### config.mk
export PLATFORM = sky130hd
export DESIGN_NAME = mfl_queue
export DESIGN_NICKNAME = d
export VERILOG_FILES = /design/src/design/mfl_pkg.sv /design/src/design/mfl_queue.sv
export SDC_FILE = /design/constraint.sdc
export NUM_CORES = 1
export LEC_CHECK = 0
export BUFFER_PORTS_ARGS = -buffer_cell sky130_fd_sc_hd__buf_2
export CORE_UTILIZATION = 50
export CTS_BUF_LIST = sky130_fd_sc_hd__clkbuf_8
export CTS_CLUSTER_DIAMETER = 200
export DETAILED_ROUTE_END_ITERATION = 6
export HOLD_SLACK_MARGIN = 0.12
export PLACE_DENSITY = 0.85
export SLEW_MARGIN = 20
export SYNTH_ARGS = -nofsm -noshare
export SYNTH_HDL_FRONTEND = slang
export SYNTH_SLANG_ARGS = --single-unit
### constraint.sdc
create_clock -name clock -period 7.97 [get_ports clock]
set_clock_uncertainty 0.1 [all_clocks]
set_input_delay 0.3985 -clock clock [delete_from_list [all_inputs] [get_ports clock]]
set_output_delay 0.3985 -clock clock [all_outputs]
set_load 0.05 [all_outputs]
### src/design/mfl_pkg.sv
// shared types, constants and lookup tables of the multiplex frame length calculator
`default_nettype none

package mfl_pkg;

   localparam int LEVELS    = 5;
   localparam int CELL_W    = 13;
   localparam int NUM_W     = 4;
   localparam int BYTES_W   = 12;
   localparam int LCM_W     = 8;
   localparam int PLCM_W    = 9;
   localparam int GRP_W     = 16;
   localparam int SPACE_W   = CELL_W + 1;
   localparam int NET_W     = 17;
   localparam int LEN_W     = 11;
   localparam int TAIL_BITS = 12;
   localparam int OCC_COUNT = 6;

   // function codes
   localparam logic FUNC_SPP  = 1'b0;
   localparam logic FUNC_VSPP = 1'b1;

   // constellation codes
   localparam logic [1:0] CON_SM     = 2'd0;
   localparam logic [1:0] CON_HM_MIX = 2'd1;
   localparam logic [1:0] CON_HM_SYM = 2'd2;
   localparam logic [1:0] CON_QAM16  = 2'd3;

   typedef logic [LEVELS-1:0][NUM_W-1:0] lvl_vec_type;

   // cells per frame, zero where the mode and occupancy do not combine
   localparam logic [CELL_W-1:0] CELL_ROM [4][OCC_COUNT] = '{
      '{13'd1259, 13'd1422, 13'd2632, 13'd2959, 13'd5464, 13'd6118},
      '{13'd966,  13'd1110, 13'd2051, 13'd2337, 13'd4249, 13'd4774},
      '{13'd0,    13'd0,    13'd0,    13'd1844, 13'd0,    13'd3867},
      '{13'd0,    13'd0,    13'd0,    13'd1226, 13'd0,    13'd2606}
   };

   // per level code rate numerators, [constellation][rate][level]
   localparam logic [NUM_W-1:0] NUM_ROM [4][4][LEVELS] = '{
      '{'{4'd1,4'd1,4'd3,4'd0,4'd0}, '{4'd1,4'd2,4'd4,4'd0,4'd0},
        '{4'd1,4'd3,4'd7,4'd0,4'd0}, '{4'd2,4'd4,4'd8,4'd0,4'd0}},
      '{'{4'd1,4'd3,4'd1,4'd3,4'd3}, '{4'd1,4'd4,4'd2,4'd8,4'd4},
        '{4'd1,4'd4,4'd3,4'd7,4'd7}, '{4'd2,4'd2,4'd4,4'd8,4'd8}},
      '{'{4'd3,4'd3,4'd0,4'd0,4'd0}, '{4'd4,4'd8,4'd0,4'd0,4'd0},
        '{4'd4,4'd7,4'd0,4'd0,4'd0}, '{4'd2,4'd8,4'd0,4'd0,4'd0}},
      '{'{4'd1,4'd2,4'd0,4'd0,4'd0}, '{4'd1,4'd3,4'd0,4'd0,4'd0},
        '{4'd0,4'd0,4'd0,4'd0,4'd0}, '{4'd0,4'd0,4'd0,4'd0,4'd0}}
   };

   // per level code rate denominators
   localparam logic [NUM_W-1:0] DEN_ROM [4][4][LEVELS] = '{
      '{'{4'd4,4'd2,4'd4,4'd1,4'd1}, '{4'd3,4'd3,4'd5,4'd1,4'd1},
        '{4'd2,4'd4,4'd8,4'd1,4'd1}, '{4'd3,4'd5,4'd9,4'd1,4'd1}},
      '{'{4'd4,4'd10,4'd2,4'd5,4'd4}, '{4'd3,4'd11,4'd3,4'd11,4'd5},
        '{4'd2,4'd7,4'd4,4'd8,4'd8}, '{4'd3,4'd3,4'd5,4'd9,4'd9}},
      '{'{4'd10,4'd5,4'd1,4'd1,4'd1}, '{4'd11,4'd11,4'd1,4'd1,4'd1},
        '{4'd7,4'd8,4'd1,4'd1,4'd1}, '{4'd3,4'd9,4'd1,4'd1,4'd1}},
      '{'{4'd3,4'd3,4'd1,4'd1,4'd1}, '{4'd2,4'd4,4'd1,4'd1,4'd1},
        '{4'd1,4'd1,4'd1,4'd1,4'd1}, '{4'd1,4'd1,4'd1,4'd1,4'd1}}
   };

   localparam logic [LCM_W-1:0] LCM_ROM [4][4] = '{
      '{8'd4,  8'd15,  8'd8,  8'd45},
      '{8'd20, 8'd165, 8'd56, 8'd45},
      '{8'd10, 8'd11,  8'd56, 8'd9},
      '{8'd3,  8'd4,   8'd1,  8'd1}
   };

   // net bits of one lcm group of cells, gross bits per cell included
   localparam logic [PLCM_W-1:0] PLCM_ROM [4][4] = '{
      '{9'd12, 9'd54,  9'd34,  9'd212},
      '{9'd48, 9'd477, 9'd200, 9'd176},
      '{9'd18, 9'd24,  9'd162, 9'd28},
      '{9'd6,  9'd10,  9'd0,   9'd0}
   };

   localparam logic RATE_OK_ROM [4][4] = '{
      '{1'b1, 1'b1, 1'b1, 1'b1},
      '{1'b1, 1'b1, 1'b1, 1'b1},
      '{1'b1, 1'b1, 1'b1, 1'b1},
      '{1'b1, 1'b1, 1'b0, 1'b0}
   };

   // set where the constellation carries two gross bits per cell
   localparam logic GROSS2_ROM [4] = '{1'b1, 1'b0, 1'b1, 1'b1};

   localparam logic [NUM_W-1:0] VS_NUM [4] = '{4'd1, 4'd4, 4'd3, 4'd2};
   localparam logic [NUM_W-1:0] VS_DEN [4] = '{4'd2, 4'd7, 4'd5, 4'd3};

   // classified transaction, front to back
   typedef struct packed {
      logic                kill;
      logic                zero;
      logic                grp_skip;
      logic [GRP_W-1:0]    grp_num;
      logic [PLCM_W-1:0]   grp_den;
      logic [CELL_W-1:0]   cells;
      logic [LCM_W-1:0]    lcm;
      logic                gross2;
      logic [BYTES_W-1:0]  bytes;
      lvl_vec_type         num_a;
      lvl_vec_type         den_a;
      lvl_vec_type         num_b;
      lvl_vec_type         den_b;
   } mfl_item_type;

   // what the back end keeps beside the level divisions
   typedef struct packed {
      logic                kill;
      logic                zero;
      logic                fail;
      logic [BYTES_W-1:0]  bytes;
      lvl_vec_type         num_a;
      lvl_vec_type         num_b;
   } mfl_mid_type;

endpackage

`default_nettype wire

### src/design/mfl_queue.sv
// short transaction queue between front and back end
`default_nettype none

module mfl_queue #(
   parameter int DEPTH = 2
) (
   input  wire logic                  clock,
   input  wire logic                  reset,
   input  wire logic                  push,
   input  mfl_pkg::mfl_item_type      push_item,
   output logic                       full,
   output logic                       head_valid,
   output mfl_pkg::mfl_item_type      head_item
);

   localparam int PTR_W = (DEPTH > 1) ? $clog2(DEPTH) : 1;
   localparam int CNT_W = $clog2(DEPTH + 1);

   mfl_pkg::mfl_item_type mem_ff [DEPTH];
   logic [PTR_W-1:0]      wr_ptr_ff, wr_ptr_in;
   logic [PTR_W-1:0]      rd_ptr_ff, rd_ptr_in;
   logic [CNT_W-1:0]      count_ff, count_in;
   logic                  pop;

   // the back end never stalls, so the head leaves whenever present
   assign pop        = (count_ff != '0);
   assign head_valid = pop;
   assign head_item  = mem_ff[rd_ptr_ff];
   assign full       = (count_ff == CNT_W'(DEPTH));

   always_comb begin
      wr_ptr_in = wr_ptr_ff;
      rd_ptr_in = rd_ptr_ff;
      if (push) begin
         wr_ptr_in = (wr_ptr_ff == PTR_W'(DEPTH - 1)) ? '0 : wr_ptr_ff + PTR_W'(1);
      end
      if (pop) begin
         rd_ptr_in = (rd_ptr_ff == PTR_W'(DEPTH - 1)) ? '0 : rd_ptr_ff + PTR_W'(1);
      end
      count_in = count_ff + CNT_W'(push) - CNT_W'(pop);
   end

   always_ff @(posedge clock) begin
      if (reset) begin
         wr_ptr_ff <= '0;
         rd_ptr_ff <= '0;
         count_ff  <= '0;
      end else begin
         wr_ptr_ff <= wr_ptr_in;
         rd_ptr_ff <= rd_ptr_in;
         count_ff  <= count_in;
      end
   end

   always_ff @(posedge clock) begin
      if (push) begin
         mem_ff[wr_ptr_ff] <= push_item;
      end
   end

   a_count_bound: assert property (@(posedge clock) disable iff (reset)
      count_ff <= CNT_W'(DEPTH))
      else $error("queue fill count beyond depth");

   a_count_up: assert property (@(posedge clock) disable iff (reset)
      push && !pop |=> count_ff == $past(count_ff) + CNT_W'(1))
      else $error("queue fill count did not rise on push");

   a_count_down: assert property (@(posedge clock) disable iff (reset)
      !push && pop |=> count_ff == $past(count_ff) - CNT_W'(1))
      else $error("queue fill count did not fall on pop");

endmodule

`default_nettype wire

# Word-level counts from Yosys, hierarchy flattened
# Memory sizes are Yosys's and may differ from the RTL's. A register that Yosys moved wholly into a read port is not among the register bits.
# Index checks and enable logic that the tools add are counted.
[op_classes] addsub=4 eq_ne=1 muxes=6 n_reduce_logical=1
[op_table] op="two-way mux 1 bit" count=6
[op_table] op="adder 1 bit, second input constant" count=2
[op_table] op="adder 2 x 1 -> 2 bit" count=1
[op_table] op="== test 2 bit, second input constant" count=1
[op_table] op="nonzero test 2 bit" count=1
[op_table] op="subtractor 2 x 1 -> 2 bit" count=1
[word_totals] ff_bits=4 mem_bits_rw=284 in_bits=145 out_inout_bits=144 n_memories=1
[mem_list] name="mem_ff" depth=2 word_bits=142 read_ports=1 rd_clocked_by_memory_dff=1 write_ports=1 line_no="mfl_queue.sv:19" rtl="mfl_pkg::mfl_item_type mem_ff [DEPTH];"

# Depth between registers and ports, before layout
[depth] word_depth=4 mapped_depth=4 mapped_depth_nobuf=4

# Least setup slack after synthesis
# No wires, ideal clock.
[synth_timing] kind="reg-to-reg" startpoint="register wr_ptr_ff" endpoint="memory mem_ff[0][0] in the netlist's numbering, enable pin" setup_ps=662 t_arrival_ps=6600 t_required_ps=7208 slack_ps=608 path_stages_with_launch=2 path_cell_list="dfxtp_1 > nor2b_1"
[synth_rtl] element="start, declared" line_no="mfl_queue.sv:20" rtl="logic [PTR_W-1:0] wr_ptr_ff, wr_ptr_in;"
[synth_rtl] element="start signal, assigned" line_no="mfl_queue.sv:49" rtl="wr_ptr_ff <= wr_ptr_in;"
[synth_rtl] element="end, declared" line_no="mfl_queue.sv:19"
# Straight into the memory's write port.

==> impl_metrics.env <==
export IMPL_routed_wl_mm=22.6
export IMPL_cp_arrival_ps=2680
export IMPL_final_common_cell="buf_2"
export IMPL_areaGrowthSynthToFinish_pct=37.3
export IMPL_rows=53
export IMPL_layout_nets=1078
export IMPL_vias=6128
export IMPL_p_total_mw=3.59
export IMPL_min_period_ps=3180
export IMPL_grt_pass1_vias=6686
export IMPL_ys_seq_area_share_pct=80.1
export IMPL_placed_cells=1016
export IMPL_cts_htree_levels=2
export IMPL_drc=0
export IMPL_p_leak_nw=5.83
export IMPL_cts_root_buf="clkbuf_8"
export IMPL_multi_input_area_sq_mm=0.00202
export IMPL_grt_pass1_wl_mm=34.0
export IMPL_design_core_area_sq_mm=0.0211
export IMPL_hold_ws_ps=479
export IMPL_slew_headroom_pct=31.4
export IMPL_min_path_type="reg2reg"
export IMPL_tns_ps=0
export IMPL_path_clk_slew_ps=60
export IMPL_portBuffers=288
export IMPL_slew_viol_final=0
export IMPL_vdd_drop_max_mv=0.201
export IMPL_nFillCells=1269
export IMPL_io_pins=289
export IMPL_startpoint_type="flip-flop"
export IMPL_p_per_area_mw_per_mm2=243
export IMPL_cp_end_kind="output pin"
export IMPL_drive_above_1_share_pct=51.3
export IMPL_dpl_hpwl_mm=12.5
export IMPL_post_cts_setup_buffers=0
export IMPL_mostFrequentLayoutCells="288 x buf_2, 284 x edfxtp_1, 144 x dlygate4sd3_1, 80 x mux2_4, 62 x mux2_2"
export IMPL_worst_pin_slew_ps=1030
export IMPL_grt_overflow=0
export IMPL_drtAntennaViolNets=0
export IMPL_dp_worst_setup_slack_ps=5120
export IMPL_wl_per_cell_um=18.2
export IMPL_status="completed"
export IMPL_numCtsBuffers=45
export IMPL_ctsResizeCount=0
export IMPL_rsz0062_at_grt="no"
export IMPL_drtIter0Drc=304
export IMPL_fin_crit_sh_pct=39.9
export IMPL_die_area_sq_mm=0.0221
export IMPL_setup_violations=0
export IMPL_ys_ff_latch=289
export IMPL_required_ps=7470
export IMPL_cts_tree="yes"
export IMPL_synth_avg_cell_area_sq_um=23.3
export IMPL_firstDrtPassIters=6
export IMPL_synth_distinct_cells=17
export IMPL_synthesis_area_sq_mm=0.0108
export IMPL_clk_latency_ps=530
export IMPL_vias_per_cell=4.92
export IMPL_grt_max_degree=84
export IMPL_synth_nets=609
export IMPL_cts_sinks=289
export IMPL_max_freq_mhz=315
export IMPL_setup_slack_ps=4790
export IMPL_yosys_warnings=0
export IMPL_setup_worst_path_class="reg2out"
export IMPL_die_w_um=149
export IMPL_clock_path_buffers=3
export IMPL_syn_inst=463
export IMPL_grt_usage_pct=20.2
export IMPL_final_hold_viol_count=0
export IMPL_cp_max_fo=68
export IMPL_antenna_found_initial=1
export IMPL_start_util_pct=51.1
export IMPL_place_gp_congestion=0.723
export IMPL_seqCellArea_sq_mm=0.00863
export IMPL_die_y_um=149
export IMPL_instances_no_fill=1245
export IMPL_cap_viol_max_count=0
[layer usage]
layer,routed length (um),up-vias,part of all wire [%],global-route usage [%]
li1,-,2799,-,-
met1,8330,2999,37,22.6
met2,12100,281,54,36.9
met3,1610,49,7.1,5.54
met4,582,0,2.6,7.24
met5,0,-,0,0
[report_power, final]
group / internal (mW) / switching, mW / total, mW
registers: 1.77 / 0.0263 / 1.80
clock network: 0.645 / 0.543 / 1.19
logic: 0.208 / 0.394 / 0.602
[cells in the mapped netlist]
cell type,count,area [sq um]
dfxtp_1,5,100
buf_2,6,30.0
xnor2_1,1,8.76
nor3_1,3,15.0
a21oi_1,1,5.00
mux2_4,80,1200
nor2b_1,4,25.0
nor2_1,1,3.75
a21bo_2,1,10.0
ha_1,1,12.5
nand3b_1,1,7.51
and2_1,1,6.26
buf_6,10,113
or2_2,1,6.26
mux2_2,62,698
o21a_1,1,7.51
edfxtp_1,284,8530
[worst max-delay path, stage by stage, from the launching register on]
cell and delay (ps):
dfxtp_4 590, buf_4 840, mux2_2 460, buf_2 230
[logic make-up (layout without fill, tap and decap cells)]
group	Yosys count	count (layout)	synth area share (%)
flops	289	289	80.1
mux	142	142	17.6
buf+inv	16	522	1.32
simple gates	11	11	0.592
compound gates	3	3	0.209
fa+ha+maj	1	1	0.116
xor+xnor	1	1	0.0813
other cells	0	1	0
[flip-flops by register name (all words and copies together), names as in the netlist, named ones only]
name,count
count_ff,2
mem_ff,284
rd_ptr_ff,1
wr_ptr_ff,1
[stage by stage]
step	instance area, sq um	utilization (%)
detailed placement	12500	59.2
CTS	14800	70.2
global route	14800	70.2
floorplan	10800	-
global placement	12500	59.2
finish	14800	70.2
[path summary, 6_finish.rpt]
kind                                              from                endpoint  slack [ps]  depth (start not counted)
worst min-delay path            rd_ptr_ff$_SDFFE_PP0P_  rd_ptr_ff$_SDFFE_PP0P_         480                          2
worst min register to register  rd_ptr_ff$_SDFFE_PP0P_  rd_ptr_ff$_SDFFE_PP0P_         480                          2
worst max register to register  wr_ptr_ff$_SDFFE_PP0P_  mem_ff[1][0]$_DFFE_PP_        5420                          3
worst max-delay path                         flip-flop           head_item[31]        4790                          3
[area by class of cell]
cell class	instances	share of cell area, %
clock buffer	47	4.37
antenna	1	0.0169
timing repair buffer	438	19.8
sequential	289	58.3
clock inverter	37	1.54
multi-input combinational	158	13.6
tap	275	2.32
[what timing repair did]
action / 4_1_cts / 5_1_grt
hold buffers: 144 / 0
endpoints found under the hold margin: 289 / 0
setup endpoints to repair: 0 / 0
Power figures use the tool's default switching activity.
