**src/design/mfl_pkg.sv**
```systemverilog
// shared types, constants and lookup tables of the multiplex frame length calculator
`default_nettype none

package mfl_pkg;

   localparam int LEVELS    = 5;
   localparam int CELL_W    = 13;
   localparam int NUM_W     = 4;
   localparam int BYTES_W   = 12;
   localparam int LCM_W     = 8;
   localparam int PLCM_W    = 9;
   localparam int GRP_W     = 16;
   localparam int SPACE_W   = CELL_W + 1;
   localparam int NET_W     = 17;
   localparam int LEN_W     = 11;
   localparam int TAIL_BITS = 12;
   localparam int OCC_COUNT = 6;

   // function codes
   localparam logic FUNC_SPP  = 1'b0;
   localparam logic FUNC_VSPP = 1'b1;

   // constellation codes
   localparam logic [1:0] CON_SM     = 2'd0;
   localparam logic [1:0] CON_HM_MIX = 2'd1;
   localparam logic [1:0] CON_HM_SYM = 2'd2;
   localparam logic [1:0] CON_QAM16  = 2'd3;

   typedef logic [LEVELS-1:0][NUM_W-1:0] lvl_vec_type;

   // cells per frame, zero where the mode and occupancy do not combine
   localparam logic [CELL_W-1:0] CELL_ROM [4][OCC_COUNT] = '{
      '{13'd1259, 13'd1422, 13'd2632, 13'd2959, 13'd5464, 13'd6118},
      '{13'd966,  13'd1110, 13'd2051, 13'd2337, 13'd4249, 13'd4774},
      '{13'd0,    13'd0,    13'd0,    13'd1844, 13'd0,    13'd3867},
      '{13'd0,    13'd0,    13'd0,    13'd1226, 13'd0,    13'd2606}
   };

   // per level code rate numerators, [constellation][rate][level]
   localparam logic [NUM_W-1:0] NUM_ROM [4][4][LEVELS] = '{
      '{'{4'd1,4'd1,4'd3,4'd0,4'd0}, '{4'd1,4'd2,4'd4,4'd0,4'd0},
        '{4'd1,4'd3,4'd7,4'd0,4'd0}, '{4'd2,4'd4,4'd8,4'd0,4'd0}},
      '{'{4'd1,4'd3,4'd1,4'd3,4'd3}, '{4'd1,4'd4,4'd2,4'd8,4'd4},
        '{4'd1,4'd4,4'd3,4'd7,4'd7}, '{4'd2,4'd2,4'd4,4'd8,4'd8}},
      '{'{4'd3,4'd3,4'd0,4'd0,4'd0}, '{4'd4,4'd8,4'd0,4'd0,4'd0},
        '{4'd4,4'd7,4'd0,4'd0,4'd0}, '{4'd2,4'd8,4'd0,4'd0,4'd0}},
      '{'{4'd1,4'd2,4'd0,4'd0,4'd0}, '{4'd1,4'd3,4'd0,4'd0,4'd0},
        '{4'd0,4'd0,4'd0,4'd0,4'd0}, '{4'd0,4'd0,4'd0,4'd0,4'd0}}
   };

   // per level code rate denominators
   localparam logic [NUM_W-1:0] DEN_ROM [4][4][LEVELS] = '{
      '{'{4'd4,4'd2,4'd4,4'd1,4'd1}, '{4'd3,4'd3,4'd5,4'd1,4'd1},
        '{4'd2,4'd4,4'd8,4'd1,4'd1}, '{4'd3,4'd5,4'd9,4'd1,4'd1}},
      '{'{4'd4,4'd10,4'd2,4'd5,4'd4}, '{4'd3,4'd11,4'd3,4'd11,4'd5},
        '{4'd2,4'd7,4'd4,4'd8,4'd8}, '{4'd3,4'd3,4'd5,4'd9,4'd9}},
      '{'{4'd10,4'd5,4'd1,4'd1,4'd1}, '{4'd11,4'd11,4'd1,4'd1,4'd1},
        '{4'd7,4'd8,4'd1,4'd1,4'd1}, '{4'd3,4'd9,4'd1,4'd1,4'd1}},
      '{'{4'd3,4'd3,4'd1,4'd1,4'd1}, '{4'd2,4'd4,4'd1,4'd1,4'd1},
        '{4'd1,4'd1,4'd1,4'd1,4'd1}, '{4'd1,4'd1,4'd1,4'd1,4'd1}}
   };

   localparam logic [LCM_W-1:0] LCM_ROM [4][4] = '{
      '{8'd4,  8'd15,  8'd8,  8'd45},
      '{8'd20, 8'd165, 8'd56, 8'd45},
      '{8'd10, 8'd11,  8'd56, 8'd9},
      '{8'd3,  8'd4,   8'd1,  8'd1}
   };

   // net bits of one lcm group of cells, gross bits per cell included
   localparam logic [PLCM_W-1:0] PLCM_ROM [4][4] = '{
      '{9'd12, 9'd54,  9'd34,  9'd212},
      '{9'd48, 9'd477, 9'd200, 9'd176},
      '{9'd18, 9'd24,  9'd162, 9'd28},
      '{9'd6,  9'd10,  9'd0,   9'd0}
   };

   localparam logic RATE_OK_ROM [4][4] = '{
      '{1'b1, 1'b1, 1'b1, 1'b1},
      '{1'b1, 1'b1, 1'b1, 1'b1},
      '{1'b1, 1'b1, 1'b1, 1'b1},
      '{1'b1, 1'b1, 1'b0, 1'b0}
   };

   // set where the constellation carries two gross bits per cell
   localparam logic GROSS2_ROM [4] = '{1'b1, 1'b0, 1'b1, 1'b1};

   localparam logic [NUM_W-1:0] VS_NUM [4] = '{4'd1, 4'd4, 4'd3, 4'd2};
   localparam logic [NUM_W-1:0] VS_DEN [4] = '{4'd2, 4'd7, 4'd5, 4'd3};

   // classified transaction, front to back
   typedef struct packed {
      logic                kill;
      logic                zero;
      logic                grp_skip;
      logic [GRP_W-1:0]    grp_num;
      logic [PLCM_W-1:0]   grp_den;
      logic [CELL_W-1:0]   cells;
      logic [LCM_W-1:0]    lcm;
      logic                gross2;
      logic [BYTES_W-1:0]  bytes;
      lvl_vec_type         num_a;
      lvl_vec_type         den_a;
      lvl_vec_type         num_b;
      lvl_vec_type         den_b;
   } mfl_item_type;

   // what the back end keeps beside the level divisions
   typedef struct packed {
      logic                kill;
      logic                zero;
      logic                fail;
      logic [BYTES_W-1:0]  bytes;
      lvl_vec_type         num_a;
      lvl_vec_type         num_b;
   } mfl_mid_type;

endpackage

`default_nettype wire

```
**src/design/mfl_front.sv**
```systemverilog
// front end: table lookups and classification of one transaction
`default_nettype none

module mfl_front (
   input  wire logic                        req_func,
   input  wire logic [1:0]                  req_robust_mode,
   input  wire logic [2:0]                  req_spec_occupancy,
   input  wire logic [1:0]                  req_constellation_sel,
   input  wire logic [1:0]                  req_rate_a,
   input  wire logic [1:0]                  req_rate_b,
   input  wire logic [1:0]                  req_rate_hier,
   input  wire logic [mfl_pkg::BYTES_W-1:0] req_bytes_a,
   output mfl_pkg::mfl_item_type            item
);

   logic [mfl_pkg::CELL_W-1:0]  cells;
   logic [mfl_pkg::PLCM_W-1:0]  plcm;
   logic [mfl_pkg::BYTES_W-1:0] bytes;
   logic                        rates_ok;

   always_comb begin
      cells = '0;
      if (req_spec_occupancy < 3'(mfl_pkg::OCC_COUNT)) begin
         cells = mfl_pkg::CELL_ROM[req_robust_mode][req_spec_occupancy];
      end
      rates_ok = mfl_pkg::RATE_OK_ROM[req_constellation_sel][req_rate_a]
               & mfl_pkg::RATE_OK_ROM[req_constellation_sel][req_rate_b];

      item.cells  = cells;
      item.gross2 = mfl_pkg::GROSS2_ROM[req_constellation_sel];
      item.zero   = (req_func == mfl_pkg::FUNC_VSPP)
                  && (req_constellation_sel == mfl_pkg::CON_SM
                      || req_constellation_sel == mfl_pkg::CON_QAM16);
      item.kill   = (cells == '0) || (req_func == mfl_pkg::FUNC_SPP && !rates_ok);

      if (req_func == mfl_pkg::FUNC_SPP) begin
         for (int l = 0; l < mfl_pkg::LEVELS; l++) begin
            item.num_a[l] = mfl_pkg::NUM_ROM[req_constellation_sel][req_rate_a][l];
            item.den_a[l] = mfl_pkg::DEN_ROM[req_constellation_sel][req_rate_a][l];
            item.num_b[l] = mfl_pkg::NUM_ROM[req_constellation_sel][req_rate_b][l];
            item.den_b[l] = mfl_pkg::DEN_ROM[req_constellation_sel][req_rate_b][l];
         end
         item.lcm = mfl_pkg::LCM_ROM[req_constellation_sel][req_rate_a];
         plcm     = mfl_pkg::PLCM_ROM[req_constellation_sel][req_rate_a];
         bytes    = req_bytes_a;
      end else begin
         // single level, no part a
         for (int l = 0; l < mfl_pkg::LEVELS; l++) begin
            item.num_a[l] = '0;
            item.den_a[l] = mfl_pkg::NUM_W'(1);
            item.num_b[l] = '0;
            item.den_b[l] = mfl_pkg::NUM_W'(1);
         end
         item.num_a[0] = mfl_pkg::VS_NUM[req_rate_hier];
         item.den_a[0] = mfl_pkg::VS_DEN[req_rate_hier];
         item.num_b[0] = mfl_pkg::VS_NUM[req_rate_hier];
         item.den_b[0] = mfl_pkg::VS_DEN[req_rate_hier];
         item.lcm      = mfl_pkg::LCM_W'(1);
         plcm          = '0;
         bytes         = '0;
      end

      item.bytes    = bytes;
      item.grp_skip = (bytes == '0) || (plcm == '0);
      item.grp_den  = plcm;
      // ceiling of 8 * bytes over the group size
      item.grp_num  = {1'b0, bytes, 3'b000} + mfl_pkg::GRP_W'(plcm) - mfl_pkg::GRP_W'(1);
   end

endmodule

`default_nettype wire

```
**config.mk**
```make
export PLATFORM = sky130hd
export DESIGN_NAME = mfl_front
export DESIGN_NICKNAME = d
export VERILOG_FILES = /design/src/design/mfl_pkg.sv /design/src/design/mfl_front.sv
export SDC_FILE = /design/constraint.sdc
export NUM_CORES = 1
export LEC_CHECK = 0
export BUFFER_PORTS_ARGS = -buffer_cell sky130_fd_sc_hd__buf_2
export CAP_MARGIN = 15
export CELL_PAD_IN_SITES_DETAIL_PLACEMENT = 1
export CELL_PAD_IN_SITES_GLOBAL_PLACEMENT = 1
export CORE_UTILIZATION = 28
export DETAILED_ROUTE_END_ITERATION = 7
export PLACE_DENSITY = 0.79
export SYNTH_ARGS = -nofsm -noshare
export SYNTH_HDL_FRONTEND = slang
export SYNTH_SLANG_ARGS = --single-unit
```
**constraint.sdc**
```tcl
create_clock -name vclk -period 4.8
set_clock_uncertainty 0.2 [all_clocks]
set_input_delay 0.96 -clock vclk [all_inputs]
set_output_delay 0.96 -clock vclk [all_outputs]
set_load 0.02 [all_outputs]
```
* Word-level counts from Yosys, hierarchy flattened
Index checks and enable logic that the tools add are counted.
** Word-level totals
- Memories kept :: 0
- Register bits :: 0
- Latch bits :: 0
- RAM bits :: 0
- Bits in read-only memories :: 0
** Cells by class
- Divide/modulo/power cells :: 0
- Shift operators :: 0
- Magnitude comparators :: 7
- Add/subtract/negate cells :: 2
- Multipliers :: 0
- Reductions and logical operators :: 10
- Bitwise operators :: 8
- Eq/ne operators :: 1
- Muxes and demuxes :: 59
** Operators with widths (count)
- 80-bit two-way mux :: 5
- 80-bit binary-select mux with 2-bit select :: 2
- 20-bit binary-select mux with 2-bit select :: 4
- 20-bit two-way mux :: 8
- 78-bit binary-select mux with 2-bit select :: 1
- 78-bit two-way mux :: 2
- 36-bit binary-select mux with 2-bit select :: 1
- 36-bit two-way mux :: 2
- 32-bit binary-select mux with 2-bit select :: 1
- 32-bit two-way mux :: 2
- 13-bit binary-select mux with 3-bit select :: 1
- 13-bit two-way mux :: 3
- 9-bit two-way mux :: 3
- 4-bit binary-select mux with 2-bit select :: 3
- 4-bit two-way mux :: 6
- 8-bit two-way mux :: 3
- 9-bit binary-select mux with 2-bit select :: 1
- 15-bit by 9-bit adder with 16-bit output :: 1
- 8-bit binary-select mux with 2-bit select :: 1
- 16-bit by 1-bit subtractor with 16-bit output, second input constant :: 1
- 3-bit greater-or-equal comparator, second input constant :: 5
- 2-bit inverter with 3-bit output :: 5
- 13-bit logical NOT :: 1
- 12-bit logical NOT :: 1
- other kinds (14) :: 24

* Depth between registers and ports, before layout
- Word-level depth :: 11
- Mapped depth :: 16
- Gate-level depth less buffers :: 14

* Worst setup path after synthesis
Ideal clock, no wire load.
- Path type :: input port to output port
- Start point :: input req_constellation_sel[1]
- End point :: output item[136] in the netlist's numbering
- Data required time :: 3.640 ns
- Slack :: -0.597 ns
- Arrival :: 4.237 ns
- Buffers on the path :: 1
- Stages :: 15
- Cell sequence :: buf_2 > inv_1 > ha_1 > o21ai_1 > a21o_1 > a21oi_1 > inv_1 > ha_1 > inv_1 > ha_1 > a21o_1 > a21oi_2 > a211oi_2 > o41a_1 > xor2_1
** RTL lines
- start: declaration :: RTL line mfl_front.sv:8 : input wire logic [1:0] req_constellation_sel,
- end: declaration :: RTL line mfl_front.sv:13 : output mfl_pkg::mfl_item_type item

==> out/metrics.yaml <==
pwr:
  p_int_w: 0.000268
  pwr-share-clk: 0
  p_sw_frac: 0.611
  seqPwrFrac: 0
  switching_power_w: 0.000421
  leakagePower_nw: 2.54
  peakVddDrop_mv: 0.102
  pwr_density_cell_mw_per_mm2: 152
  combPwrFrac: 1.000
layout:
  nets: 747
  drive_above_1_share: 0.417
  numSequentialCells: 0
  regArea_um2: 0
  clock_buffers: 0
  antennaDiodeCount: 0
  syn2layout_area_growth_pct: 49.1
setup_path:
  crit_fanout: 4
  end_kind: "output pin"
  crit_family: "compound AO/OA/AOI/OAI gates"
  cp_data_required_time_ns: 3.64
  crit_type: "in -> out"
  cp_cell_sequence: "buf_8, clkinvlp_4, ha_2, o21ai_4, a21o_1, a21oi_4, inv_1, ha_1, inv_1, ha_4, a21o_1, a21oi_4, a21boi_2, or4_4, o311ai_2, buf_4"
  cp_num_buf_inv: 5
  slowest_stage: "or4_4"
  arrival_ns: 3.74
  start_kind: "input pin"
  crit_path_max_incr_delay_ns: 0.43
die:
  core_mm2: 0.0104
  placementRows: 37
  die_h_um: 106
  fp.dieW_um: 106
  initial_core_util: 0.292
  die_area_mm2: 0.0113
  io_pins: 168
routing:
  drtAntennaViolNets: 0
  dr.pass1.iters: 4
  wl_per_cell_um: 16.6
  vias: 4185
  drt-vias-per-instance: 5.15
  drc: 0
  drt-total-wl_um: 13500
  drt_iter0_markers: 121
place:
  gp_congestion: 0.884
  pre_cts_ws_ns: -0.261
  dp_hpwl_um: 10700
  port_buffers: 163
run_status:
  violations: "setup timing"
  status: "complete, but fails checks"
synthesis:
  yosysUniqueCellTypes: 74
  syn-mean-instance-area_um2: 6.19
  synthTopCellsByArea: "ha_1, nor2_1, inv_1, nand2_1, a21oi_1"
  yosysMostFrequentCell: "nor2_1"
  yosysWarnings: 0
  synth_area_mm2: 0.00305
  synth.top_cell.area_share: 0.173
  synth_cells: 492
  seq_area_frac_synth: 0
  synthTopCellsByCount: "nor2_1, inv_1, nand2_1"
  yosysTopAreaCell: "ha_1"
timing:
  period_needed_ns: 4.90
  fin_ws_ns: -0.100
  finalMaxSlewViolations: 0
  rsz0062_at_grt: "true"
  hold_violations: 0
  fmax_ghz: 0.204
  hold_ws_ns: 2.09
  final-setup-viol-count: 6
  maxSlewHeadroom: 0.601
  tns_ns: -0.387
  fin_crit_sh: 1.02
  tightest_slew_ns: 0.583
global_route:
  grt-ovfl-total: 0
  grt_pass1_vias: 4245
  grt_pass1_wl_um: 21100
  track_usage: 0.227
  grt_antenna_before_repair: 0
  grt_max_degree: 33
hold_path:
  hold_class: "in -> out"
clock_tree:
  cts_hold_buf: 0
flow_run:
  maxCapViolCount: 0
[power by group through the flow]
stage	sequential (W)	combinational [W]	clock, W
floorplan	0	0.000421	0
detailed placement	0	0.000637	0
finish	0	0.000689	0
CTS	0	0.000674	0
global placement	0	0.000620	0
global route	0	0.000739	0
[cell type report]
type,count,area [um^2]
fill,1404,5870
inverter,62,244
multi-input combinational,383,2760
tap,136,170
timing repair buffer,231,1360
[kinds of logic (layout without fill, tap and decap cells)]
group           count (synthesis)  after routing  synth area share
other cells                     1              5           0.00123
mux                             5              5            0.0210
fa+ha+maj                      43             43             0.179
buf+inv                       113            293             0.175
xor+xnor                       12             12            0.0345
compound gates                131            131             0.290
simple gates                  187            187             0.299
[per-stage QoR]
| stage | total power, W | utilization | instance area [um^2] | instances |
|---|---|---|---|---|
| after floorplan | 0.000421 | - | 3190 | 496 |
| after global placement | 0.000620 | 0.416 | 4330 | 804 |
| after detailed placement | 0.000637 | 0.416 | 4330 | 804 |
| after CTS | 0.000674 | 0.433 | 4510 | 811 |
| after global routing | 0.000739 | 0.436 | 4540 | 812 |
| final | 0.000689 | 0.436 | 4540 | 812 |
[repair_timing]
item                                    CTS  global route
pin swaps                                 9             1
setup buffers                             7             1
endpoints found under the hold margin     0             0
endpoints found under the setup margin    9             9
resized for setup                        28             5
[cell usage in the layout, fill, tap and decap left out, types with 6 or more instances in the layout]
| master | n |
|---|---|
| a211oi_1 | 9 |
| a21o_1 | 6 |
| a21oi_1 | 33 |
| and3_1 | 7 |
| buf_2 | 159 |
| buf_4 | 68 |
| ha_1 | 33 |
| inv_1 | 54 |
| nand2_1 | 57 |
| nand2b_1 | 9 |
| nand3_1 | 8 |
| nor2_1 | 58 |
| nor2b_1 | 7 |
| nor3_1 | 8 |
| o21ai_0 | 28 |
| xnor2_1 | 7 |
[path summary, 6_finish.rpt]
kind	from	endpoint	slack [ns]	cells after the start
setup / recovery	req_constellation_sel[0]	item[132]	-0.10	16
hold / removal	req_bytes_a[4]	item[84]	2.09	4
[tightest hold or removal path, stage by stage]
cell	delay [ns]
buf_2	0.08
nand2_1	0.08
inv_1	0.06
buf_2	0.15
[metal layers]
metal,global-route usage,vias up,wire (um)
li1,-,2029,-
met4,0.0387,0,194
met5,0,-,0
met3,0.0153,14,593
met2,0.425,127,6810
met1,0.285,2015,5860
No activity file was read; power rests on OpenSTA's default activity.
